## config.mk

```make
export PLATFORM = sky130hd
export DESIGN_NAME = dctcp_alpha_estimator_core
export DESIGN_NICKNAME = d
export VERILOG_FILES = /design/src/sv/dae_pkg.sv /design/src/sv/dae_ctrl.sv /design/src/sv/dae_dpath.sv /design/src/sv/dctcp_alpha_estimator_core.sv
export SDC_FILE = /design/constraint.sdc
export NUM_CORES = 2
export LEC_CHECK = 0
export BUFFER_PORTS_ARGS = -buffer_cell sky130_fd_sc_hd__buf_2
export CAP_MARGIN = 5
export CELL_PAD_IN_SITES_DETAIL_PLACEMENT = 1
export CELL_PAD_IN_SITES_GLOBAL_PLACEMENT = 2
export CORE_MARGIN = 3
export CORE_UTILIZATION = 44
export CTS_CLUSTER_DIAMETER = 40
export DETAILED_ROUTE_END_ITERATION = 6
export HOLD_SLACK_MARGIN = 0.03
export PLACE_DENSITY_LB_ADDON = 0.1
export SLEW_MARGIN = 20
export SYNTH_ARGS = -nofsm -noshare
export SYNTH_HDL_FRONTEND = slang
export SYNTH_HIERARCHICAL = 1
export SYNTH_SLANG_ARGS = --single-unit
export TNS_END_PERCENT = 50
```

## constraint.sdc

```tcl
create_clock -name i_clk -period 30.4 [get_ports i_clk]
set_input_delay 0 -clock i_clk [delete_from_list [all_inputs] [get_ports i_clk]]
set_output_delay 0 -clock i_clk [all_outputs]
set_load 0.005 [all_outputs]
```

## src/sv/dae_pkg.sv

```systemverilog
// Shared types, codes and helpers of the DCTCP alpha estimator.
// No dependencies; every other file refers to it by scoped names.
package dae_pkg;

    // Q1.16 one, divider length and config port widths
    localparam int unsigned ONE_Q16    = 65536;
    localparam int unsigned DIV_STEPS  = 16;
    localparam int unsigned DIV_CNT_W  = $clog2(DIV_STEPS);
    localparam int unsigned CFG_IDX_W  = 1;
    localparam int unsigned CFG_DATA_W = 17;

    // Step count of the last divider cycle
    localparam logic [DIV_CNT_W-1:0] DIV_LAST = DIV_CNT_W'(DIV_STEPS - 1);

    // Configuration register indexes
    localparam logic [CFG_IDX_W-1:0] CFG_EWMA_WEIGHT = 1'b0;
    localparam logic [CFG_IDX_W-1:0] CFG_MSS         = 1'b1;

    // Reset values of the configuration registers
    localparam logic [16:0] EWMA_RESET = 17'd4096;
    localparam logic [15:0] MSS_RESET  = 16'd536;

    // Event kinds
    typedef enum logic [1:0] {
        OP_ACK  = 2'd0,
        OP_SENT = 2'd1,
        OP_RETX = 2'd2
    } t_op;

    // Input item
    typedef struct packed {
        t_op         op;
        logic [31:0] ack_number;
        logic [31:0] prior_ack_mark;
        logic        ece_flag;
        logic        syn_flag;
        logic [31:0] segment_seq;
        logic [15:0] segment_bytes;
        logic [31:0] high_tx_mark;
        logic [31:0] next_tx_seq;
        logic [31:0] cwnd_bytes;
    } t_in_item;

    // Result item
    typedef struct packed {
        logic [16:0] alpha_out;
        logic [31:0] ssthresh_out;
        logic        alpha_updated;
    } t_out_item;

    // Controller to datapath commands
    typedef struct packed {
        logic capture;
        logic eval;
        logic div_step;
        logic mul_a;
        logic mul_b;
        logic alpha_fin;
        logic ss_mul;
        logic ss_fin;
        logic out_load;
    } t_cmd;

    // Datapath to controller status
    typedef struct packed {
        logic need_alpha;
        logic out_free;
    } t_sts;

    // Wrapping sequence order: a after b
    function automatic logic seq_after(input logic [31:0] a, input logic [31:0] b);
        logic [31:0] d;
        d = a - b;
        return (d != 32'd0) && !d[31];
    endfunction

    // Saturating 32-bit add
    function automatic logic [31:0] sat_add(input logic [31:0] a, input logic [31:0] b);
        logic [32:0] s;
        s = {1'b0, a} + {1'b0, b};
        return s[32] ? 32'hFFFF_FFFF : s[31:0];
    endfunction

endpackage

```

## src/sv/dae_ctrl.sv

```systemverilog
// Sequencing state machine of the DCTCP alpha estimator.
// Depends on dae_pkg for command and status structs.
module dae_ctrl (
    input  logic          i_clk,
    input  logic          i_rst_n,
    input  logic          i_in_valid,
    input  dae_pkg::t_sts i_sts,
    output logic          o_in_ready,
    output dae_pkg::t_cmd o_cmd
);

    typedef enum logic [8:0] {
        S_IDLE   = 9'b0_0000_0001,
        S_EVAL   = 9'b0_0000_0010,
        S_DIV    = 9'b0_0000_0100,
        S_MUL_A  = 9'b0_0000_1000,
        S_MUL_B  = 9'b0_0001_0000,
        S_ALPHA  = 9'b0_0010_0000,
        S_SS_MUL = 9'b0_0100_0000,
        S_SS_FIN = 9'b0_1000_0000,
        S_DONE   = 9'b1_0000_0000
    } t_state;

    t_state                         r_state, n_state;
    logic [dae_pkg::DIV_CNT_W-1:0]  r_step, n_step;
    logic                           accept;

    assign o_in_ready = (r_state == S_IDLE);
    assign accept     = i_in_valid && o_in_ready;

    // Next state and divider step count
    always_comb begin
        n_state = r_state;
        n_step  = r_step;
        unique case (r_state)
            S_IDLE: begin
                n_step = '0;
                if (accept) begin
                    n_state = S_EVAL;
                end
            end
            S_EVAL: begin
                n_state = i_sts.need_alpha ? S_DIV : S_SS_MUL;
            end
            S_DIV: begin
                n_step = r_step + 1'b1;
                if (r_step == dae_pkg::DIV_LAST) begin
                    n_state = S_MUL_A;
                end
            end
            S_MUL_A:  n_state = S_MUL_B;
            S_MUL_B:  n_state = S_ALPHA;
            S_ALPHA:  n_state = S_SS_MUL;
            S_SS_MUL: n_state = S_SS_FIN;
            S_SS_FIN: n_state = S_DONE;
            S_DONE: begin
                if (i_sts.out_free) begin
                    n_state = S_IDLE;
                end
            end
            default:  n_state = S_IDLE;
        endcase
    end

    // Decode commands from state
    always_comb begin
        o_cmd           = '0;
        o_cmd.capture   = accept;
        o_cmd.eval      = (r_state == S_EVAL);
        o_cmd.div_step  = (r_state == S_DIV);
        o_cmd.mul_a     = (r_state == S_MUL_A);
        o_cmd.mul_b     = (r_state == S_MUL_B);
        o_cmd.alpha_fin = (r_state == S_ALPHA);
        o_cmd.ss_mul    = (r_state == S_SS_MUL);
        o_cmd.ss_fin    = (r_state == S_SS_FIN);
        o_cmd.out_load  = (r_state == S_DONE) && i_sts.out_free;
    end

    always_ff @(posedge i_clk) begin
        if (!i_rst_n) begin
            r_state <= S_IDLE;
            r_step  <= '0;
        end else begin
            r_state <= n_state;
            r_step  <= n_step;
        end
    end

    a_onehot: assert property (@(posedge i_clk) disable iff (!i_rst_n)
        $onehot(r_state))
        else $error("controller state not one-hot");

    a_accept_eval: assert property (@(posedge i_clk) disable iff (!i_rst_n)
        accept |=> (r_state == S_EVAL))
        else $error("accepted item not evaluated next cycle");

    a_step_idle: assert property (@(posedge i_clk) disable iff (!i_rst_n)
        (r_state == S_MUL_A) |-> $past(r_state == S_DIV)
            && ($past(r_step) == dae_pkg::DIV_LAST))
        else $error("divider left before its last step");

endmodule

```

## src/sv/dae_dpath.sv

```systemverilog
// Datapath of the DCTCP alpha estimator: state, divider, shared multiplier,
// config registers and result register. Depends on dae_pkg.
module dae_dpath (
    input  logic                             i_clk,
    input  logic                             i_rst_n,
    input  dae_pkg::t_in_item                i_in_data,
    input  logic                             i_cfg_valid,
    input  logic [dae_pkg::CFG_IDX_W-1:0]    i_cfg_index,
    input  logic [dae_pkg::CFG_DATA_W-1:0]   i_cfg_data,
    input  dae_pkg::t_cmd                    i_cmd,
    input  logic                             i_out_ready,
    output dae_pkg::t_sts                    o_sts,
    output logic                             o_out_valid,
    output dae_pkg::t_out_item               o_out_data
);

    localparam logic [16:0] ONE = 17'(dae_pkg::ONE_Q16);

    // Config registers
    logic [16:0] r_ewma;
    logic [15:0] r_mss;

    // Estimator state
    logic [16:0] r_alpha;
    logic [31:0] r_marked, r_total, r_barrier, r_highest;

    // Item and working registers
    dae_pkg::t_in_item r_item;
    logic        r_upd;
    logic [32:0] r_rem;
    logic [31:0] r_dvs;
    logic [15:0] r_q;
    logic        r_frac_sat;
    logic [48:0] r_prod;
    logic [33:0] r_acc;
    logic [31:0] r_ss;

    // Result register
    logic               r_out_valid;
    dae_pkg::t_out_item r_out;

    // Evaluation of the captured event
    logic [31:0] d_ack, tot_n, mk_n, dvs_n, sent_end, hs_a, hs_n;
    logic        d_ok, need_alpha;
    logic [16:0] g_c, g_inv, frac;

    always_comb begin
        d_ack = r_item.ack_number - r_item.prior_ack_mark;
        d_ok  = (d_ack != 32'd0) && !d_ack[31];
        tot_n = d_ok ? dae_pkg::sat_add(r_total, d_ack) : r_total;
        mk_n  = (d_ok && r_item.ece_flag) ? dae_pkg::sat_add(r_marked, d_ack) : r_marked;
        dvs_n = (tot_n == 32'd0) ? 32'd1 : tot_n;
        need_alpha = (r_item.op == dae_pkg::OP_ACK) && !r_item.syn_flag
                     && dae_pkg::seq_after(r_item.ack_number, r_barrier);
        sent_end = r_item.segment_seq + {16'd0, r_item.segment_bytes};
        hs_a = dae_pkg::seq_after(r_item.high_tx_mark, sent_end) ? r_item.high_tx_mark
                                                                   : sent_end;
        hs_n = dae_pkg::seq_after(r_highest, hs_a) ? r_highest : hs_a;
        g_c   = (r_ewma > ONE) ? ONE : r_ewma;
        g_inv = ONE - g_c;
        frac  = r_frac_sat ? ONE : {1'b0, r_q};
    end

    // Divider step: restoring, one quotient bit per cycle
    logic [32:0] rem2;
    logic        ge;
    assign rem2 = {r_rem[31:0], 1'b0};
    assign ge   = rem2 >= {1'b0, r_dvs};

    // Shared multiplier operand select
    logic [16:0] mul_x;
    logic [31:0] mul_y;
    always_comb begin
        mul_x = r_alpha;
        mul_y = r_item.cwnd_bytes;
        if (i_cmd.mul_a) begin
            mul_x = g_inv;
            mul_y = {15'd0, r_alpha};
        end else if (i_cmd.mul_b) begin
            mul_x = g_c;
            mul_y = {15'd0, frac};
        end
    end

    // Alpha blend with rounding and cap
    logic [34:0] acc_sum;
    logic [18:0] alpha_sh;
    logic [16:0] alpha_n;
    assign acc_sum  = {1'b0, r_acc} + {1'b0, r_prod[33:0]} + 35'd32768;
    assign alpha_sh = acc_sum[34:16];
    assign alpha_n  = (alpha_sh > {2'b00, ONE}) ? ONE : alpha_sh[16:0];

    // Slow-start threshold from alpha*cwnd
    logic [49:0] red_sum;
    logic [31:0] red, wnd, flo;
    assign red_sum = {1'b0, r_prod} + 50'd131071;
    assign red     = red_sum[48:17];
    assign wnd     = r_item.cwnd_bytes - red;
    assign flo     = {15'd0, r_mss, 1'b0};

    assign o_sts.need_alpha = need_alpha;
    assign o_sts.out_free   = !r_out_valid || i_out_ready;
    assign o_out_valid      = r_out_valid;
    assign o_out_data       = r_out;

    // Control state: config, estimator state, result valid
    always_ff @(posedge i_clk) begin
        if (!i_rst_n) begin
            r_ewma      <= dae_pkg::EWMA_RESET;
            r_mss       <= dae_pkg::MSS_RESET;
            r_alpha     <= ONE;
            r_marked    <= '0;
            r_total     <= '0;
            r_barrier   <= '0;
            r_highest   <= '0;
            r_out_valid <= 1'b0;
        end else begin
            if (i_cfg_valid) begin
                unique case (i_cfg_index)
                    dae_pkg::CFG_EWMA_WEIGHT: r_ewma <= i_cfg_data;
                    dae_pkg::CFG_MSS:         r_mss  <= i_cfg_data[15:0];
                    default: ;
                endcase
            end
            if (i_cmd.eval) begin
                case (r_item.op)
                    dae_pkg::OP_ACK: begin
                        if (!r_item.syn_flag) begin
                            if (need_alpha) begin
                                r_barrier <= r_highest;
                                r_total   <= '0;
                                r_marked  <= '0;
                            end else begin
                                r_total   <= tot_n;
                                r_marked  <= mk_n;
                            end
                        end
                    end
                    dae_pkg::OP_SENT: r_highest <= hs_n;
                    dae_pkg::OP_RETX: begin
                        r_barrier <= r_item.next_tx_seq;
                        r_highest <= r_item.next_tx_seq;
                    end
                    default: ;
                endcase
            end
            if (i_cmd.alpha_fin) begin
                r_alpha <= alpha_n;
            end
            // Hold result until taken, load a new one when free
            if (i_cmd.out_load) begin
                r_out_valid <= 1'b1;
            end else if (i_out_ready) begin
                r_out_valid <= 1'b0;
            end
        end
    end

    // Payload and working registers
    always_ff @(posedge i_clk) begin
        if (i_cmd.capture) begin
            r_item <= i_in_data;
        end
        if (i_cmd.eval) begin
            r_upd      <= need_alpha;
            r_rem      <= {1'b0, mk_n};
            r_dvs      <= dvs_n;
            r_frac_sat <= mk_n >= dvs_n;
            r_q        <= '0;
        end
        if (i_cmd.div_step) begin
            r_rem <= ge ? (rem2 - {1'b0, r_dvs}) : rem2;
            r_q   <= {r_q[14:0], ge};
        end
        if (i_cmd.mul_a || i_cmd.mul_b || i_cmd.ss_mul) begin
            r_prod <= {32'd0, mul_x} * {17'd0, mul_y};
        end
        if (i_cmd.mul_b) begin
            r_acc <= r_prod[33:0];
        end
        if (i_cmd.ss_fin) begin
            r_ss <= (wnd > flo) ? wnd : flo;
        end
        if (i_cmd.out_load) begin
            r_out.alpha_out     <= r_alpha;
            r_out.ssthresh_out  <= r_ss;
            r_out.alpha_updated <= r_upd;
        end
    end

    a_alpha_range: assert property (@(posedge i_clk) disable iff (!i_rst_n)
        r_alpha <= ONE)
        else $error("alpha above one");

    a_rem_below_div: assert property (@(posedge i_clk) disable iff (!i_rst_n)
        (i_cmd.div_step && !r_frac_sat) |-> (r_rem < {1'b0, r_dvs}))
        else $error("divider remainder not below divisor");

endmodule

```

## src/sv/dctcp_alpha_estimator_core.sv

```systemverilog
// Top level of the DCTCP alpha estimator: controller plus datapath.
// Depends on dae_pkg, dae_ctrl and dae_dpath.
//
// Use: events enter on the input channel (i_in_valid / o_in_ready) as one
// t_in_item; every event yields exactly one t_out_item on the output channel
// (o_out_valid / i_out_ready) carrying alpha, ssthresh and the update flag.
// Configuration (EWMA gain, MSS) is written on the cfg channel, index 0 or
// 1; o_cfg_ready is always high and writes take effect the next cycle.
// Each event is evaluated; an ACK that crosses the barrier then runs the
// restoring divider, two products on the shared 17x32 multiplier and the
// alpha blend; every event then forms the ssthresh product and its floor.
// One event is in work at a time; the next is accepted the cycle after the
// result is loaded into the output register, which happens only when that
// register is free. A stalled receiver holds back at most one event beyond
// the one waiting there.
// Reset (synchronous, active low) sets alpha to 1.0, clears the counters
// and sequence marks, and restores gain 4096 and MSS 536.
module dctcp_alpha_estimator_core (
    input  logic                              i_clk,
    input  logic                              i_rst_n,
    input  logic                              i_in_valid,
    output logic                              o_in_ready,
    input  dae_pkg::t_in_item                 i_in_data,
    output logic                              o_out_valid,
    input  logic                              i_out_ready,
    output dae_pkg::t_out_item                o_out_data,
    input  logic                              i_cfg_valid,
    output logic                              o_cfg_ready,
    input  logic [dae_pkg::CFG_IDX_W-1:0]     i_cfg_index,
    input  logic [dae_pkg::CFG_DATA_W-1:0]    i_cfg_data
);

    dae_pkg::t_cmd cmd;
    dae_pkg::t_sts sts;

    // Config writes are taken at once
    assign o_cfg_ready = 1'b1;

    dae_ctrl u_ctrl (
        .i_clk      (i_clk),
        .i_rst_n    (i_rst_n),
        .i_in_valid (i_in_valid),
        .i_sts      (sts),
        .o_in_ready (o_in_ready),
        .o_cmd      (cmd)
    );

    dae_dpath u_dpath (
        .i_clk       (i_clk),
        .i_rst_n     (i_rst_n),
        .i_in_data   (i_in_data),
        .i_cfg_valid (i_cfg_valid),
        .i_cfg_index (i_cfg_index),
        .i_cfg_data  (i_cfg_data),
        .i_cmd       (cmd),
        .i_out_ready (i_out_ready),
        .o_sts       (sts),
        .o_out_valid (o_out_valid),
        .o_out_data  (o_out_data)
    );

endmodule

```

; ---- Yosys cells after proc, flatten, opt, wreduce, memory -nomap -nowiden
; Index checks and enable logic that the tools add are counted.
[classes]
add_sub_neg = 14
multipliers = 1
order_cmp = 5
n_eq_ne = 18
muxes = 34
n_bitwise = 2
reduce_logical = 35
[ops]
columns = op, n
row1 = two-way mux 32 bit, 16
row2 = subtractor 32 bit, 6
row3 = case mux 32 bit (2 select lines), 2
row4 = nonzero test 32 bit, 4
row5 = two-way mux 17 bit, 6
row6 = case mux 9 bit (9 select lines), 1
row7 = adder 32 x 32 -> 33 bit, 2
row8 = adder 49 x 17 -> 49 bit (second input constant), 1
row9 = multiplier 17 x 32 -> 49 bit, 1
row10 = adder 34 x 34 -> 35 bit, 1
row11 = adder 35 x 16 -> 35 bit (second input constant), 1
row12 = >= comparator 33 x 32 -> 1 bit, 1
row13 = adder 32 x 16 -> 32 bit, 1
row14 = >= comparator 32 bit, 1
row15 = greater-than comparator 32 x 17 -> 1 bit, 1
row16 = logical NOT 32 bit, 1
row17 = two-way mux 16 bit, 2
row18 = two-way mux 9 bit, 3
row19 = greater-than comparator 19 x 17 -> 1 bit (second input constant), 1
row20 = greater-than comparator 17 bit (second input constant), 1
row21 = subtractor 17 bit (first input constant), 1
row22 = nonzero test 2 bit, 5
row23 = == test 9 x 1 -> 1 bit (second input constant), 1
row24 = == test 9 x 2 -> 1 bit (second input constant), 1
row25 = other kinds (24), 48
[word_totals]
ff_bits = 651
input_bits = 235
out_inout_bits = 53
word_cells = 141

; ---- Depth between registers and ports, before layout
[logic_depth]
depth_word = 10
mapped_depth = 43
depth_no_buf = 41

; ---- Modules after synthesis
; The synthesis kept the hierarchy.
[modules_own_cells]
columns = mod, instances, cells_each, area_per_inst_um2, seq_area_each_um2
row1 = dae_dpath, 1, 6556, 60330.4, 17366.7
row2 = dae_ctrl, 1, 95, 809.5, 260.2
row3 = dctcp_alpha_estimator_core, 1, 2, 11.3, 0.0

; ---- Least setup slack after synthesis
; OpenSTA, ideal clock, no wires.
[synth_timing]
path_type = register -> register
startpoint = reg u_dpath.r_ewma[0]
endpoint = reg u_dpath.r_prod[48] (data pin)
setup_ns = 0.260
t_arrival_ns = 9.899
t_required_ns = 30.140
path_slack_ns = 20.242
stages_incl_launch_ff = 41
path_buffers = 2
period_less_slack_ns = 10.158
cell_sequence = dfxtp_1 > or3_1 > nor3_1 > nand2_1 > nor3_1 > or3b_2 > or3_1 > o21ai_0 > clkbuf_1 > nand2_1 > ha_1 > o21ai_0 > nor2_1 > o21ai_0 > or3_1 > a31oi_1 > o21ai_0 > clkbuf_1 > [5 not listed] > inv_1 > fa_1 > inv_1 > fa_1 > inv_1 > fa_1 > ha_1 > o2111a_1 > a221o_1 > a32oi_1 > a22oi_1 > a211oi_1 > nor2_1 > a21oi_1 > a21oi_1 > a221o_1 > a21oi_1 > xnor2_1
[synth_between]
elab_chain_len = 5
word_cells_on_any_way = 6
cone_classes = add/sub (1) / mul (1) / order compare (1) / mux (3)
[synth_lines]
columns = item, line_no
row1 = "start, declared", dae_dpath.sv:20  ; logic [16:0] r_ewma;
row2 = "start signal, assigned", dae_dpath.sv:109  ; r_ewma <= dae_pkg::EWMA_RESET;
row3 = "start signal, assigned", dae_dpath.sv:120  ; dae_pkg::CFG_EWMA_WEIGHT: r_ewma <= i_cfg_data;
row4 = greater-than comparator 17 bit, dae_dpath.sv:59  ; g_c = (r_ewma > ONE) ? ONE : r_ewma;
row5 = two-way mux 17 bit *, dae_dpath.sv:59
row6 = subtractor 17 bit / two-way mux 17 bit (equally long branches), "dae_dpath.sv:60, dae_dpath.sv:79"
row7 = two-way mux 17 bit *, dae_dpath.sv:76  ; if (i_cmd.mul_a) begin
row8 = multiplier 17 x 32 -> 49 bit *, dae_dpath.sv:176  ; r_prod <= {32'd0, mul_x} * {17'd0, mul_y};
row9 = "end signal, assigned", dae_dpath.sv:176
row10 = "end, declared", dae_dpath.sv:34  ; logic [48:0] r_prod;
; Every way passes the cells marked *; elsewhere a longest branch is shown, timed or not.
; A chain may end at the register's enable or synchronous reset.

; ---- Worst setup path in the final report
[layout_timing]
startpoint = reg u_dpath/r_item[100] (netlist bit)
endpoint = reg u_dpath.r_highest[30]
[layout_between]
elab_chain_len = 10
word_cells_on_any_way = 14
cone_classes = add/sub (3) / eq/ne (1) / mux (3) / reduce/logical (7)
[layout_lines]
columns = item, line_no
row1 = "start, declared", dae_dpath.sv:28  ; dae_pkg::t_in_item r_item;
row2 = "start signal, assigned", dae_dpath.sv:162  ; r_item <= i_in_data;
row3 = adder 32 x 16 -> 32 bit *, dae_dpath.sv:55  ; sent_end = r_item.segment_seq + {16'd0, r_item.segment_bytes};
row4 = subtractor 32 bit, dae_pkg.sv:73  ; d = a - b;
row5 = nonzero test 32 bit / logical NOT 1 bit (equally long branches), dae_pkg.sv:74  ; return (d != 32'd0) && !d[31];
row6 = logical AND 1 bit, dae_pkg.sv:74
row7 = two-way mux 32 bit *, dae_dpath.sv:56  ; hs_a = dae_pkg::seq_after(r_item.high_tx_mark, sent_end) ? r_item.high_tx_mark
row8 = subtractor 32 bit, dae_pkg.sv:73
row9 = nonzero test 32 bit / logical NOT 1 bit (equally long branches), dae_pkg.sv:74
row10 = logical AND 1 bit, dae_pkg.sv:74
row11 = != test 2 bit (no source line), --
row12 = AND reduction 3 bit (no source line), --
row13 = "end signal, assigned", dae_dpath.sv:139  ; dae_pkg::OP_SENT: r_highest <= hs_n;
row14 = "end signal, assigned", dae_dpath.sv:142  ; r_highest <= r_item.next_tx_seq;
row15 = "end, declared", dae_dpath.sv:25  ; logic [31:0] r_marked, r_total, r_barrier, r_highest;
; Every way passes the cells marked *; elsewhere a longest branch is shown, timed or not. The select of a mux whose other input is x is not followed.

==> reports/metrics.cfg <==
[flow_run]
maxCapViolCount=0

[logic_synthesis]
yosysMostFrequentCell=nand2_1
ys_ff_latch=651
netlist_top_cells_area=edfxtp_1, fa_1, ha_1
seq_area_frac_synth=0.288
synth_flop_cell=edfxtp_1
synthesis.nets=7851
syn_area_per_cell_um2=9.19
synth_top_area_cell=edfxtp_1
synth_commonest_cells=nand2_1, inv_1, ha_1, edfxtp_1, fa_1
synth_area_um2=61200
synth_cells=6653
synth-edff-count=459
async_flop_share=0
ys_warn_count=6
yosysUniqueCellTypes=115
synth.top_cell.area_share=0.225

[floorplan]
die_x_um=379
die_y_um=379
ios=288
rows=136
initial_utilization=0.444
core_um2=138000
die_area_um2=143000

[clock_tree]
cts.sinks=651
post_cts_buffers=0
htreeDepth=4
cts_tree=done
cts-buffers-inserted=133
root_buffer=clkbuf_16
insertion_delay_ns=0.78
cts_max_path_buffers=3
clk_pin_slew_ns=0.06

[sta]
hold_viol_final=0
skew_ns=0.0371
fin_ws_ns=17.98
hold_ws_ns=0.0666
setup_viol=0
fmax_ghz=0.0805
worst_pin_slew_ns=1.12
post-route-min-period_ns=12.42
period_share=0.408
rsz0062_at_grt=no
drv_slew=0
relSlewSlack=0.233
tns_ns=0

[worst_setup_path]
crit_fanout=22
ff2ff_setup_slack_ns=17.98
cp-end-kind=register
path_common_cell=ha_1
timing.rr.start=u_dpath/r_item[100]
r2r_cells=36
worst-setup-path-type=reg -> reg
cp_slowest_cell=nor4_4
slowest_delay_ns=0.88
crit_arrival_ns=13.02
crit_path_start_kind=register
critPathRequiredTime_ns=31.00
reg2reg_to=u_dpath/r_highest[30]

[worst_hold_path]
min_path_cells=2
hold_path_end=u_dpath/r_item[113]
hp-start=i_in_data[113]
hold_path_class=in -> reg

[place]
hpwlAfterDp_mm=167
gp_congestion=0.900
dp.cells=8575
post_dp_cell_area_um2=64700
numPortBuffers=286
pre_cts_slack_ns=18.27

[final_layout]
nNetsFinal=8563
finish.utilization=0.537
filler_cell_count=15600
design_area_um2=73900
drive_gt1_frac=0.110
syn2layout_area_growth_pct=20.9
layout.cells.non_filler=9291

[route]
viasPerCell=5.82
drtPass1Iterations=5
met2_wirelength_mm=109
drt_iter0_markers=3871
top_layer_used=met5
drc=0
route.met3.wl_mm=11.4
vias=54000
wl_per_cell_um=24.6
totalWireLength_mm=229
met1_length_mm=100
ant_nets=0

[status]
status=complete, no violations

[grt]
antenna_found_initial=33
grt_pass1_vias=57400
grt_usage=0.317
grt_pass1_wl_mm=348
grt_overflow=0
grt_start_max_net_pins=79

[power]
p_leak_nw=31.1
irDropWorstVdd_uv=64.2
power_density_nw_per_um2=58.8
power_mw=4.35

[state kept, by name, indices dropped and copies added (netlist names), 4 cells and up]
signal and count:
u_ctrl/r_step 4, u_dpath/r_acc 34, u_ctrl/r_state 9, u_dpath/r_prod 49, u_dpath/r_rem 32, u_dpath/r_ss 32, u_dpath/r_item 212, u_dpath/r_marked 32
u_dpath/r_barrier 32, u_dpath/r_total 32, u_dpath/o_out_data 50, u_dpath/r_ewma 17, u_dpath/r_mss 16, u_dpath/r_dvs 32, u_dpath/r_highest 32, u_dpath/r_q 16
u_dpath/r_alpha 17
[how the worst max path moves through the flow]
stage / startpoint / to / slack, ns / cells after the start
floorplan: u_dpath/r_ewma[0] / u_dpath/r_prod[48] / 20.24 / 40
global placement: u_dpath/r_item[100] / u_dpath/r_highest[6] / 18.71 / 36
detailed placement: u_dpath/r_item[100] / u_dpath/r_highest[6] / 18.27 / 36
CTS: u_dpath/r_item[100] / u_dpath/r_highest[6] / 18.22 / 36
global route: u_dpath/r_item[100] / u_dpath/r_highest[30] / 17.06 / 36
finish: u_dpath/r_item[100] / u_dpath/r_highest[30] / 17.98 / 36
[critical path, delay by kind of cell (launching register included)]
kind | cells | cell delay (ns)
muxes | 2 | 0.65
adders and majority gates | 3 | 1.13
buffers and inverters | 2 | 0.69
and+or+nand+nor | 10 | 3.07
DFF | 1 | 0.41
AOI/OAI and AO/OA | 18 | 6.09
xor gates and xnor gates | 1 | 0.18
[cells by family after synthesis]
family | share of synthesized area
AND/OR/NAND/NOR | 0.167
flip-flops | 0.288
buffers and inverters | 0.0638
AO/OA/AOI/OAI | 0.156
other | 0.0000613
adder cells (fa/ha/maj) | 0.253
multiplexers | 0.0328
XOR/XNOR | 0.0382
[power by group]
part           total, mW  switching (mW)  internal (mW)
Sequential          1.09          0.0571           1.04
Clock               1.56           0.559          0.998
Combinational       1.70            1.07          0.633
[what timing repair did]
item                      4_1_cts  5_1_grt
hold buffers                  448        0
hold endpoints to repair      291        0
resized for setup               0        0
[cells in the final DEF, fill, tap and decap left out, types with 44 or more instances in the layout]
cell type,Yosys,final
mux2_2,81,81
a21o_1,131,131
nor2_1,455,448
buf_4,7,100
a21oi_1,366,362
nor4_1,45,44
edfxtp_1,459,459
inv_1,756,754
fa_1,458,458
o211ai_1,56,56
mux2i_1,96,95
buf_2,9,285
xor2_1,94,94
xnor2_1,170,170
nor2b_1,103,101
nand2b_1,73,73
nand2_1,873,872
o21a_1,89,89
ha_1,505,505
o21ai_0,228,224
and2_1,96,96
clkbuf_16,0,141
dlygate4sd3_1,0,448
nand3_1,110,110
a211oi_1,60,60
a31oi_1,51,50
dfxtp_1,192,192
nand4_1,61,61
nor3_1,109,109
[metal layers]
layer,track usage,up-vias
met5,0,-
met4,0.108,16
met3,0.0480,409
met2,0.532,1464
met1,0.418,27400
li1,-,24700
[layout make-up]
cell class                      count  area, um^2  share of cell area
Inverter                          758        2850              0.0385
Sequential cell                   651       17600               0.238
Multi-Input combinational cell   4987       39800               0.538
Clock inverter                     94        1090              0.0147
Antenna cell                       19        47.5            0.000643
Tap cell                         1794        2240              0.0304
Clock buffer                      154        3610              0.0488
Timing Repair Buffer              834        6670              0.0903
No activity file was read; power rests on OpenSTA's default activity.
